==> src/hdl/cfcid_pkg.sv <==
// Shared types and constants for the card frame checker and ID allow-list.
// Holds frame layout constants, job and status codes, and the back-end states.
// No dependencies; every other file in hdl imports this package.
package cfcid_pkg;

  // Frame layout
  localparam int unsigned FRAME_BYTES = 15;
  localparam int unsigned POS_W       = 4;
  localparam logic [POS_W-1:0] POS_FIRST  = 4'd0;
  localparam logic [POS_W-1:0] POS_ID_LO  = 4'(FRAME_BYTES - 6);
  localparam logic [POS_W-1:0] POS_ID_HI  = 4'(FRAME_BYTES - 3);
  localparam logic [POS_W-1:0] POS_CHECK  = 4'(FRAME_BYTES - 2);
  localparam logic [POS_W-1:0] POS_LAST   = 4'(FRAME_BYTES - 1);
  localparam logic [POS_W-1:0] POS_END    = 4'(FRAME_BYTES);

  localparam logic [7:0] START_MARK = 8'h0f;
  localparam logic [7:0] END_MARK   = 8'h03;

  // Configuration register indexes
  localparam int unsigned CFG_IDX_W = 2;
  localparam logic [CFG_IDX_W-1:0] CFG_IDX_ENROLL = 2'd0;
  localparam logic [CFG_IDX_W-1:0] CFG_IDX_MAX    = 2'd1;
  localparam logic [7:0] MAX_CARDS_RST = 8'd99;

  // Work passed from the frame parser to the list engine
  typedef enum logic [1:0] {
    JOB_ERASE,
    JOB_BAD,
    JOB_ENROLL,
    JOB_CHECK
  } job_kind_t;

  typedef struct packed {
    job_kind_t   kind;
    logic [31:0] id;
  } job_t;

  // Result status codes
  typedef enum logic [2:0] {
    ST_BAD      = 3'd0,
    ST_ENROLLED = 3'd1,
    ST_DUP      = 3'd2,
    ST_FULL     = 3'd3,
    ST_GRANTED  = 3'd4,
    ST_UNKNOWN  = 3'd5,
    ST_ERASED   = 3'd6
  } status_t;

  // Job queue depth
  localparam int unsigned Q_DEPTH = 2;

  // List engine states
  typedef enum logic [1:0] {
    BK_IDLE,
    BK_SEARCH,
    BK_EMIT
  } back_state_t;

endpackage

==> src/hdl/card_frame_check_and_id_allowlist_core.sv <==
// Card frame checker and ID allow-list: one input beat per frame byte or erase.
// Erase, bad frame, full or empty list results need no list walk; otherwise the list
// engine walks the cnt stored IDs, one read a cycle, before the result is registered.
// Throughput: one input beat per cycle while the 2-deep job queue has room; the list
// engine finishes one job, through its result, before it pops the next.
// Reset (rst_n low, synchronous) empties the list, restarts framing, loads defaults.
module card_frame_check_and_id_allowlist_core #(
  parameter int unsigned CAPACITY = 128
) (
  input  logic        clk,
  input  logic        rst_n,
  // Input channel
  input  logic        in_tvalid,
  output logic        in_tready,
  input  logic [7:0]  in_tdata,    // [7:0] rx_byte
  input  logic [1:0]  in_tuser,    // [0] cmd, [1] frame_start
  // Result channel
  output logic        out_tvalid,
  input  logic        out_tready,
  output logic [47:0] out_tdata,   // [31:0] card_id, [39:32] card_count, [40] beep, zero pad
  output logic [2:0]  out_tuser,   // [2:0] status
  // Configuration write channel
  input  logic        cfg_valid,
  output logic        cfg_ready,
  input  logic [cfcid_pkg::CFG_IDX_W-1:0] cfg_index,
  input  logic [7:0]  cfg_data
);
  import cfcid_pkg::*;

  logic       enroll_mode_r, enroll_mode_nxt;
  logic [7:0] max_cards_r, max_cards_nxt;

  logic       in_fire;
  logic       q_push, q_full, q_pop, q_valid;
  job_t       q_in_job, q_head_job;

  assign cfg_ready = 1'b1;
  assign in_tready = !q_full;
  assign in_fire   = in_tvalid && in_tready;

  // Configuration registers
  always_comb begin
    enroll_mode_nxt = enroll_mode_r;
    max_cards_nxt   = max_cards_r;
    if (cfg_valid && cfg_ready) begin
      if (cfg_index == CFG_IDX_ENROLL) begin
        enroll_mode_nxt = cfg_data[0];
      end else if (cfg_index == CFG_IDX_MAX) begin
        max_cards_nxt = cfg_data;
      end
    end
  end

  always_ff @(posedge clk) begin
    if (!rst_n) begin
      enroll_mode_r <= 1'b0;
      max_cards_r   <= MAX_CARDS_RST;
    end else begin
      enroll_mode_r <= enroll_mode_nxt;
      max_cards_r   <= max_cards_nxt;
    end
  end

  cfcid_front u_front (
    .clk         (clk),
    .rst_n       (rst_n),
    .in_fire     (in_fire),
    .cmd         (in_tuser[0]),
    .frame_start (in_tuser[1]),
    .rx_byte     (in_tdata),
    .enroll_mode (enroll_mode_r),
    .push        (q_push),
    .push_job    (q_in_job)
  );

  cfcid_queue u_queue (
    .clk        (clk),
    .rst_n      (rst_n),
    .push       (q_push),
    .push_job   (q_in_job),
    .full       (q_full),
    .pop        (q_pop),
    .head_valid (q_valid),
    .head_job   (q_head_job)
  );

  cfcid_back #(
    .CAPACITY (CAPACITY)
  ) u_back (
    .clk        (clk),
    .rst_n      (rst_n),
    .head_valid (q_valid),
    .head_job   (q_head_job),
    .pop        (q_pop),
    .max_cards  (max_cards_r),
    .out_tvalid (out_tvalid),
    .out_tready (out_tready),
    .out_tdata  (out_tdata),
    .out_tuser  (out_tuser)
  );

endmodule

==> src/hdl/cfcid_front.sv <==
// Frame parser: accepts input beats, tracks byte position, XOR check and ID.
// Emits one job per erase command or completed frame into the job queue.
// Depends on cfcid_pkg.
module cfcid_front (
  input  logic                clk,
  input  logic                rst_n,
  input  logic                in_fire,
  input  logic                cmd,
  input  logic                frame_start,
  input  logic [7:0]          rx_byte,
  input  logic                enroll_mode,
  output logic                push,
  output cfcid_pkg::job_t     push_job
);
  import cfcid_pkg::*;

  logic [POS_W-1:0] pos_r, pos_nxt;
  logic [7:0]       xor_r, xor_nxt;
  logic             ok_r, ok_nxt;
  logic [31:0]      id_r, id_nxt;
  logic [7:0]       chk_r, chk_nxt;

  logic [POS_W-1:0] pos_e;
  logic [7:0]       xor_e;
  logic             ok_e;
  logic [31:0]      id_e;
  logic [7:0]       chk_e;
  logic             frame_bad;

  // Restart the frame state when the start mark is set
  always_comb begin
    pos_e = frame_start ? POS_FIRST : pos_r;
    xor_e = frame_start ? 8'd0 : xor_r;
    ok_e  = frame_start ? 1'b0 : ok_r;
    id_e  = frame_start ? 32'd0 : id_r;
    chk_e = frame_start ? 8'd0 : chk_r;
  end

  assign frame_bad = !ok_e || (rx_byte != END_MARK) || (chk_e != ~xor_e);

  // Advance the frame state and build a job on the last byte or an erase
  always_comb begin
    pos_nxt  = pos_r;
    xor_nxt  = xor_r;
    ok_nxt   = ok_r;
    id_nxt   = id_r;
    chk_nxt  = chk_r;
    push     = 1'b0;
    push_job = '{kind: JOB_ERASE, id: 32'd0};
    if (in_fire) begin
      if (cmd) begin
        push = 1'b1;
      end else if (pos_e < POS_END) begin
        xor_nxt = xor_e;
        ok_nxt  = ok_e;
        id_nxt  = id_e;
        chk_nxt = chk_e;
        if (pos_e == POS_FIRST) begin
          ok_nxt = (rx_byte == START_MARK);
        end
        if (pos_e < POS_CHECK) begin
          xor_nxt = xor_e ^ rx_byte;
        end
        if (pos_e >= POS_ID_LO && pos_e <= POS_ID_HI) begin
          id_nxt = {id_e[23:0], rx_byte};
        end
        if (pos_e == POS_CHECK) begin
          chk_nxt = rx_byte;
        end
        pos_nxt = pos_e + 4'd1;
        if (pos_e == POS_LAST) begin
          push        = 1'b1;
          push_job.id = id_e;
          if (frame_bad) begin
            push_job.kind = JOB_BAD;
          end else if (enroll_mode) begin
            push_job.kind = JOB_ENROLL;
          end else begin
            push_job.kind = JOB_CHECK;
          end
        end
      end
    end
  end

  // Hold frame state
  always_ff @(posedge clk) begin
    if (!rst_n) begin
      pos_r <= POS_FIRST;
      xor_r <= 8'd0;
      ok_r  <= 1'b0;
      id_r  <= 32'd0;
      chk_r <= 8'd0;
    end else begin
      pos_r <= pos_nxt;
      xor_r <= xor_nxt;
      ok_r  <= ok_nxt;
      id_r  <= id_nxt;
      chk_r <= chk_nxt;
    end
  end

endmodule

==> src/hdl/cfcid_queue.sv <==
// Short job queue between the frame parser and the list engine.
// Register-based FIFO of Q_DEPTH jobs with registered occupancy.
// Depends on cfcid_pkg.
module cfcid_queue (
  input  logic              clk,
  input  logic              rst_n,
  input  logic              push,
  input  cfcid_pkg::job_t   push_job,
  output logic              full,
  input  logic              pop,
  output logic              head_valid,
  output cfcid_pkg::job_t   head_job
);
  import cfcid_pkg::*;

  localparam int unsigned QW = (Q_DEPTH > 1) ? $clog2(Q_DEPTH) : 1;
  localparam int unsigned CW = $clog2(Q_DEPTH + 1);

  job_t          slot_r [Q_DEPTH];
  logic [QW-1:0] wr_ptr_r, wr_ptr_nxt;
  logic [QW-1:0] rd_ptr_r, rd_ptr_nxt;
  logic [CW-1:0] cnt_r, cnt_nxt;
  logic          do_push, do_pop;

  assign full       = (cnt_r == CW'(Q_DEPTH));
  assign head_valid = (cnt_r != '0);
  assign head_job   = slot_r[rd_ptr_r];
  assign do_push    = push && !full;
  assign do_pop     = pop && head_valid;

  // Advance pointers with wrap at the queue depth
  always_comb begin
    wr_ptr_nxt = wr_ptr_r;
    rd_ptr_nxt = rd_ptr_r;
    cnt_nxt    = cnt_r;
    if (do_push) begin
      wr_ptr_nxt = (wr_ptr_r == QW'(Q_DEPTH - 1)) ? '0 : wr_ptr_r + QW'(1);
    end
    if (do_pop) begin
      rd_ptr_nxt = (rd_ptr_r == QW'(Q_DEPTH - 1)) ? '0 : rd_ptr_r + QW'(1);
    end
    if (do_push && !do_pop) begin
      cnt_nxt = cnt_r + CW'(1);
    end else if (do_pop && !do_push) begin
      cnt_nxt = cnt_r - CW'(1);
    end
  end

  always_ff @(posedge clk) begin
    if (!rst_n) begin
      wr_ptr_r <= '0;
      rd_ptr_r <= '0;
      cnt_r    <= '0;
    end else begin
      wr_ptr_r <= wr_ptr_nxt;
      rd_ptr_r <= rd_ptr_nxt;
      cnt_r    <= cnt_nxt;
    end
  end

  // Store payload, no reset needed
  always_ff @(posedge clk) begin
    if (do_push) begin
      slot_r[wr_ptr_r] <= push_job;
    end
  end

endmodule

==> src/hdl/cfcid_back.sv <==
// List engine: pops jobs, walks the ID memory, updates the count, drives results.
// Owns the ID memory, the stored count and the output register.
// Depends on cfcid_pkg.
module cfcid_back #(
  parameter int unsigned CAPACITY = 128
) (
  input  logic              clk,
  input  logic              rst_n,
  input  logic              head_valid,
  input  cfcid_pkg::job_t   head_job,
  output logic              pop,
  input  logic [7:0]        max_cards,
  output logic              out_tvalid,
  input  logic              out_tready,
  output logic [47:0]       out_tdata,
  output logic [2:0]        out_tuser
);
  import cfcid_pkg::*;

  localparam int unsigned AW = (CAPACITY > 1) ? $clog2(CAPACITY) : 1;
  localparam logic [7:0] CAP_LIM = (CAPACITY > 255) ? 8'd255 : 8'(CAPACITY);

  back_state_t state_r, state_nxt;
  job_t        job_r, job_nxt;
  status_t     st_r, st_nxt;
  logic [7:0]  cnt_r, cnt_nxt;
  logic [7:0]  ptr_r, ptr_nxt;
  logic        pend_r, pend_nxt;
  logic        pend_last_r, pend_last_nxt;

  logic        out_valid_r, out_valid_nxt;
  logic [47:0] out_data_r, out_data_nxt;
  logic [2:0]  out_user_r, out_user_nxt;

  logic [31:0] mem [CAPACITY];
  logic [31:0] rd_data_r;
  logic        wr_en;
  logic [31:0] wr_id;
  logic [AW+7:0] rd_ext, wr_ext;
  logic [AW-1:0] rd_addr, wr_addr;
  logic        rd_en;

  logic [7:0]  limit;
  logic        out_free;
  logic        hit;
  logic [31:0] res_id;
  logic        res_beep;

  assign limit    = (max_cards < CAP_LIM) ? max_cards : CAP_LIM;
  assign out_free = !out_valid_r || out_tready;
  assign hit      = pend_r && (rd_data_r == job_r.id);

  assign rd_ext  = {{AW{1'b0}}, ptr_r};
  assign wr_ext  = {{AW{1'b0}}, cnt_r};
  assign rd_addr = rd_ext[AW-1:0];
  assign wr_addr = wr_ext[AW-1:0];

  // Next state
  always_comb begin
    state_nxt = state_r;
    unique case (state_r)
      BK_IDLE: begin
        if (head_valid) begin
          unique case (head_job.kind)
            JOB_ENROLL: begin
              state_nxt = (cnt_r >= limit || cnt_r == 8'd0) ? BK_EMIT : BK_SEARCH;
            end
            JOB_CHECK: state_nxt = (cnt_r == 8'd0) ? BK_EMIT : BK_SEARCH;
            JOB_ERASE, JOB_BAD: state_nxt = BK_EMIT;
            default: state_nxt = BK_EMIT;
          endcase
        end
      end
      BK_SEARCH: begin
        if (hit || (pend_r && pend_last_r)) begin
          state_nxt = BK_EMIT;
        end
      end
      BK_EMIT: begin
        if (out_free) begin
          state_nxt = BK_IDLE;
        end
      end
      default: state_nxt = BK_IDLE;
    endcase
  end

  // Datapath and control outputs
  always_comb begin
    pop           = 1'b0;
    job_nxt       = job_r;
    st_nxt        = st_r;
    cnt_nxt       = cnt_r;
    ptr_nxt       = ptr_r;
    pend_nxt      = 1'b0;
    pend_last_nxt = 1'b0;
    wr_en         = 1'b0;
    wr_id         = job_r.id;
    rd_en         = 1'b0;
    unique case (state_r)
      BK_IDLE: begin
        ptr_nxt = 8'd0;
        if (head_valid) begin
          pop     = 1'b1;
          job_nxt = head_job;
          unique case (head_job.kind)
            JOB_ERASE: begin
              cnt_nxt = 8'd0;
              st_nxt  = ST_ERASED;
            end
            JOB_BAD: st_nxt = ST_BAD;
            JOB_ENROLL: begin
              if (cnt_r >= limit) begin
                st_nxt = ST_FULL;
              end else if (cnt_r == 8'd0) begin
                // Empty list: append without a walk
                wr_en   = 1'b1;
                wr_id   = head_job.id;
                cnt_nxt = cnt_r + 8'd1;
                st_nxt  = ST_ENROLLED;
              end
            end
            JOB_CHECK: begin
              if (cnt_r == 8'd0) begin
                st_nxt = ST_UNKNOWN;
              end
            end
            default: st_nxt = ST_BAD;
          endcase
        end
      end
      BK_SEARCH: begin
        if (hit) begin
          st_nxt = (job_r.kind == JOB_ENROLL) ? ST_DUP : ST_GRANTED;
        end else if (pend_r && pend_last_r) begin
          if (job_r.kind == JOB_ENROLL) begin
            wr_en   = 1'b1;
            cnt_nxt = cnt_r + 8'd1;
            st_nxt  = ST_ENROLLED;
          end else begin
            st_nxt = ST_UNKNOWN;
          end
        end else if (ptr_r < cnt_r) begin
          // Issue the next read of the walk
          rd_en         = 1'b1;
          ptr_nxt       = ptr_r + 8'd1;
          pend_nxt      = 1'b1;
          pend_last_nxt = (ptr_r == cnt_r - 8'd1);
        end
      end
      BK_EMIT: ;
      default: ;
    endcase
  end

  // Result payload and output register
  assign res_id   = (st_r == ST_ERASED) ? 32'd0 : job_r.id;
  assign res_beep = (st_r == ST_ENROLLED) || (st_r == ST_GRANTED) || (st_r == ST_ERASED);

  always_comb begin
    out_valid_nxt = out_valid_r;
    out_data_nxt  = out_data_r;
    out_user_nxt  = out_user_r;
    if (out_valid_r && out_tready) begin
      out_valid_nxt = 1'b0;
    end
    if (state_r == BK_EMIT && out_free) begin
      out_valid_nxt = 1'b1;
      out_data_nxt  = {7'd0, res_beep, cnt_r, res_id};
      out_user_nxt  = st_r;
    end
  end

  always_ff @(posedge clk) begin
    if (!rst_n) begin
      state_r     <= BK_IDLE;
      cnt_r       <= 8'd0;
      ptr_r       <= 8'd0;
      pend_r      <= 1'b0;
      pend_last_r <= 1'b0;
      out_valid_r <= 1'b0;
    end else begin
      state_r     <= state_nxt;
      cnt_r       <= cnt_nxt;
      ptr_r       <= ptr_nxt;
      pend_r      <= pend_nxt;
      pend_last_r <= pend_last_nxt;
      out_valid_r <= out_valid_nxt;
    end
  end

  // Hold job and result payload
  always_ff @(posedge clk) begin
    job_r      <= job_nxt;
    st_r       <= st_nxt;
    out_data_r <= out_data_nxt;
    out_user_r <= out_user_nxt;
  end

  // ID memory: one write port, one registered read port
  always_ff @(posedge clk) begin
    if (wr_en) begin
      mem[wr_addr] <= wr_id;
    end
    if (rd_en) begin
      rd_data_r <= mem[rd_addr];
    end
  end

  assign out_tvalid = out_valid_r;
  assign out_tdata  = out_data_r;
  assign out_tuser  = out_user_r;

endmodule

==> config.mk <==
export PLATFORM = sky130hd
export DESIGN_NAME = card_frame_check_and_id_allowlist_core
export DESIGN_NICKNAME = d
export VERILOG_FILES = /design/src/hdl/cfcid_pkg.sv /design/src/hdl/card_frame_check_and_id_allowlist_core.sv /design/src/hdl/cfcid_front.sv /design/src/hdl/cfcid_queue.sv /design/src/hdl/cfcid_back.sv
export SDC_FILE = /design/constraint.sdc
export NUM_CORES = 2
export LEC_CHECK = 0
export BUFFER_PORTS_ARGS = -buffer_cell sky130_fd_sc_hd__buf_4
export CORE_AREA = 2 2 545 547
export DETAILED_ROUTE_END_ITERATION = 12
export DIE_AREA = 0 0 547 549
export PLACE_DENSITY = 0.75
export REMOVE_ABC_BUFFERS = 1
export SYNTH_ARGS = -nofsm -noshare
export SYNTH_HDL_FRONTEND = slang
export SYNTH_MEMORY_MAX_BITS = 65536
export SYNTH_SLANG_ARGS = --single-unit
export TNS_END_PERCENT = 30
==> constraint.sdc <==
create_clock -name clk -period 6.4 [get_ports clk]
set_input_delay 0.64 -clock clk [delete_from_list [all_inputs] [get_ports clk]]
set_output_delay 0.64 -clock clk [all_outputs]
set_load 0.02 [all_outputs]
==> results.txt <==
The core region is just under 300000 um^2. The most common cell in the synthesized netlist is sky130_fd_sc_hd__edfxtp_1. For the worst setup path, the data arrival time is around 5.8 ns. The critical path in this run is classified as flop to flop. The end of the worst register-to-register path is u_back.mem[29][21]. The routed via count divided by cell count is 6.96. The static leakage power came out at 0.0561 uW. The starting DRC count in detailed routing came out at 14600. The total of max-cap violations came out at 0. The aggregate global-route resource usage is 29.5%.

The floorplan step defined a die boundary enclosing 300000 um^2. The worst setup path is captured at a flop. Dividing total power by cell area gives a power density of 357 nW/um^2.

After synthesis, the share of flip-flops with an asynchronous set or reset is 0%. The standard-cell row count came out at 200. The path with the worst hold slack has its endpoint at u_front.pos_r[3].

The placed wire-length estimate after detailed placement came out at ~250000 um. The cell count after synthesis came out at 7156. The total DRC errors in the routed layout came out at 0. The count of instances resized after the clock tree is built is 0. The post-synthesis instance area is 167000 um^2. In this run, synthesis inferred 4277 flip-flops with an integrated enable. Measured along the y axis, the die boundary spans 549 um. The cell sitting at the root of the clock tree is a sky130_fd_sc_hd__clkbuf_16. The worst hold path begins at in_tuser[0]. The share of the clock period used by the worst path after layout is approximately 82%. The path class of the tightest hold or removal check is primary input to flop.

The count of different cell masters after synthesis is 64. The total CTS buffers is 415. The aggregate routed wire length is approximately 440000 um. The data required time at the worst endpoint is around 6.9 ns. For this run, the leading register cell type out of synthesis is sky130_fd_sc_hd__edfxtp_1. Averaged over all synthesized cells, the footprint is 23.4 um^2. The number of port buffers came out at 70.

STA classifies the critical path startpoint as a flop. Yosys attributes the largest share of cell area to sky130_fd_sc_hd__edfxtp_1, sky130_fd_sc_hd__mux4_2, sky130_fd_sc_hd__dfxtp_1. The slew at the pin with the worst max-slew slack is 1.46 ns. The worst voltage drop across the vdd grid is 439 uV.

The startpoint identified for the worst register-to-register timing path is u_back.cnt_r[0]. The later-pin clock latency in the skew report came out at ~0.94 ns. The final setup skew is 0.0765 ns. The largest driver fanout on the critical path came out at 32. The wire length of the first global-routing pass came out at 624000 um. After clock tree synthesis, the flow added hold-fix buffers numbering 11.

The number of antenna violations at the first check in global routing came to 38. After synthesis, the most frequently instantiated cells are sky130_fd_sc_hd__edfxtp_1, sky130_fd_sc_hd__mux4_2, sky130_fd_sc_hd__clkbuf_1. The count of clock tree sinks came out at about 4400. Along the worst hold path, the cell count comes to 4. The number of nets in the layout came out at 7558. The post-synthesis sequential area ratio came out at between 70% and 80%. The area growth from synthesis to layout is 12.3%.

After clock tree synthesis, the setup repair step added 0 buffers. The final hold slack came out at 0.0516 ns. The top achievable clock speed is between 0.15 and 0.2 GHz. For this run, the detailed router's first-pass iteration total came to 7. In this run the number of H-tree levels came out at 5.

The max-slew violation total from the final report is 0. The via count of the first global-routing pass is 81000. The top cell type by area accounts for 76.7% of the synthesized area. The pre-CTS worst setup slack is roughly 1.2 ns. After routing the design area is 188000 um^2.

The clock slew at the register clock pins of the worst setup and hold paths came out at around 0.06 ns. Once the floorplan was initialized, standard cells occupied 56.7% of the core. The flop-to-flop setup slack came out at 1.13 ns.

The worst register-to-register path has a depth of 10. No sink is reached through more buffers than the 4 on the longest clock path. The remaining antenna violation count is 0. The overall power after layout is around 67000 uW.

The routed wire length per instance is 37.5 um. The run finished with clean final reports. Entering global routing, the biggest net connects 98 pins. The overall die width came out at 547 um. The global placement routability congestion came out at 0.945.

The number of flip-flops and latches in the synthesized netlist is 4365. The via count is 82100. The count of endpoints failing hold in the final timing report came out at 0.

Setup repair after global routing left no endpoint under its margin. The global-route congestion overflow total came out at 0. The placed instances occupy a cell area of roughly 170000 um^2. The total setup violations reported at the end of the flow came out at 0. The setup slack after layout is 1.13 ns. The count of pins on the block boundary is 79. The worst relative slew slack is 2.47%. The fraction of final layout cells with drive strength greater than 1 is 30.0%. Summed over all instances, the cell type with the most area after synthesis is sky130_fd_sc_hd__edfxtp_1. The count of yosys warnings during synthesis came out at 0. Counting I/O delays and the setup requirement, the final critical path takes ~5.3 ns. TritonCTS built the clock tree.
-- area by class of cell --
cell class / instances / area, um^2
fill: 18200 / 107000
clock inverter: 250 / 2320
multi-input combinational: 2373 / 36600
sequential: 4365 / 130000
timing repair buffer: 332 / 2950
tap: 3939 / 4930
antenna: 11 / 27.5
inverter: 19 / 71.3
clock buffer: 507 / 10900
-- routing by layer --
metal / track usage (%) / up-vias / share of wire [%]
li1: - / 31300 / -
met1: 41.2 / 43500 / 35
met2: 44.4 / 6410 / 46
met3: 8.85 / 910 / 14
met4: 11.6 / 22 / 4.7
met5: 0 / - / 0.035
-- flip-flops by register name, summed over array words and instances, names as in the netlist, named ones only --
signal              cells
u_back.pend_last_r      1
u_back.rd_data_r       32
max_cards_r             8
u_back.state_r          2
u_front.ok_r            1
u_back.pend_r           1
u_back.out_tdata       41
u_front.id_r           32
u_front.pos_r           4
u_queue.rd_ptr_r        1
u_back.out_tvalid       1
u_back.mem           4096
u_back.ptr_r            8
enroll_mode_r           1
u_back.out_tuser        3
u_queue.slot_r         68
u_back.cnt_r            8
u_queue.cnt_r           2
u_front.chk_r           8
u_front.xor_r           8
u_back.st_r             3
u_back.job_r           34
u_queue.wr_ptr_r        1
-- per-stage QoR --
stage               util, %  instances  setup TNS [ns]
floorplan                 -       6757        -3277.71
global route           63.7      11800               0
finish                 63.7      11800               0
global placement       59.2      11000               0
detailed placement     59.2      11000               0
CTS                    63.7      11800               0
-- layout by cell type, fill, tap and decap left out, drive strengths merged, types with 31 or more instances in the layout --
master	synthesis	layout
nor2b	58	58
o21ai	38	38
clkbuf	205	507
a21oi	58	58
and2	47	47
mux4	1213	1213
mux2i	140	140
bufinv	0	39
dfxtp	88	88
xnor2	39	39
and3	47	47
buf	200	321
o221ai	34	34
o22ai	31	31
nor2	145	145
mux2	68	68
nand2	83	83
edfxtp	4277	4277
clkinv	1	181
a22oi	116	116
-- power breakdown --
group          internal (uW)  leakage (uW)  switching, uW
registers              35600        0.0392            194
logic                    932        0.0104           6070
clock network          13700       0.00646          10500
total                  50300        0.0561          16800
-- critical path, cell delays in order, from the launching register on --
cell                        delay [ns]
sky130_fd_sc_hd__dfxtp_2          0.33
sky130_fd_sc_hd__inv_1            0.11
sky130_fd_sc_hd__ha_1             0.34
sky130_fd_sc_hd__nand2b_1         0.17
sky130_fd_sc_hd__a2111oi_0        0.54
sky130_fd_sc_hd__o31ai_1          0.30
sky130_fd_sc_hd__nor4_4           0.27
sky130_fd_sc_hd__o21ba_2          0.30
sky130_fd_sc_hd__or4_2            1.00
sky130_fd_sc_hd__buf_4            0.43
sky130_fd_sc_hd__nor2_4           0.97
-- kinds of logic after synthesis --
kind of cell / Yosys count / share of synthesized area, %
flip-flops: 4365 / 77.8
multiplexers: 1421 / 17.6
AND/OR/NAND/NOR: 504 / 1.57
buffers and inverters: 424 / 1.05
AO/OA/AOI/OAI: 353 / 1.46
XOR/XNOR: 60 / 0.314
adder cells (fa/ha/maj): 27 / 0.202
other: 2 / 0.00449
-- worst max-delay path by stage --
stage | startpoint | endpoint | slack [ns] | cells past startpoint
floorplan | u_back.ptr_r[0] | u_back.ptr_r[1] | -40.55 | 9
global placement | u_back.cnt_r[0] | u_back.mem[21][7] | 1.30 | 10
detailed placement | u_back.cnt_r[0] | u_back.mem[29][21] | 1.22 | 10
CTS | u_back.cnt_r[0] | u_back.mem[29][30] | 1.19 | 10
global route | max_cards_r[0] | u_back.mem[21][2] | 0.93 | 10
finish | u_back.cnt_r[0] | u_back.mem[29][21] | 1.13 | 10
(Power assumes the default switching activity.)
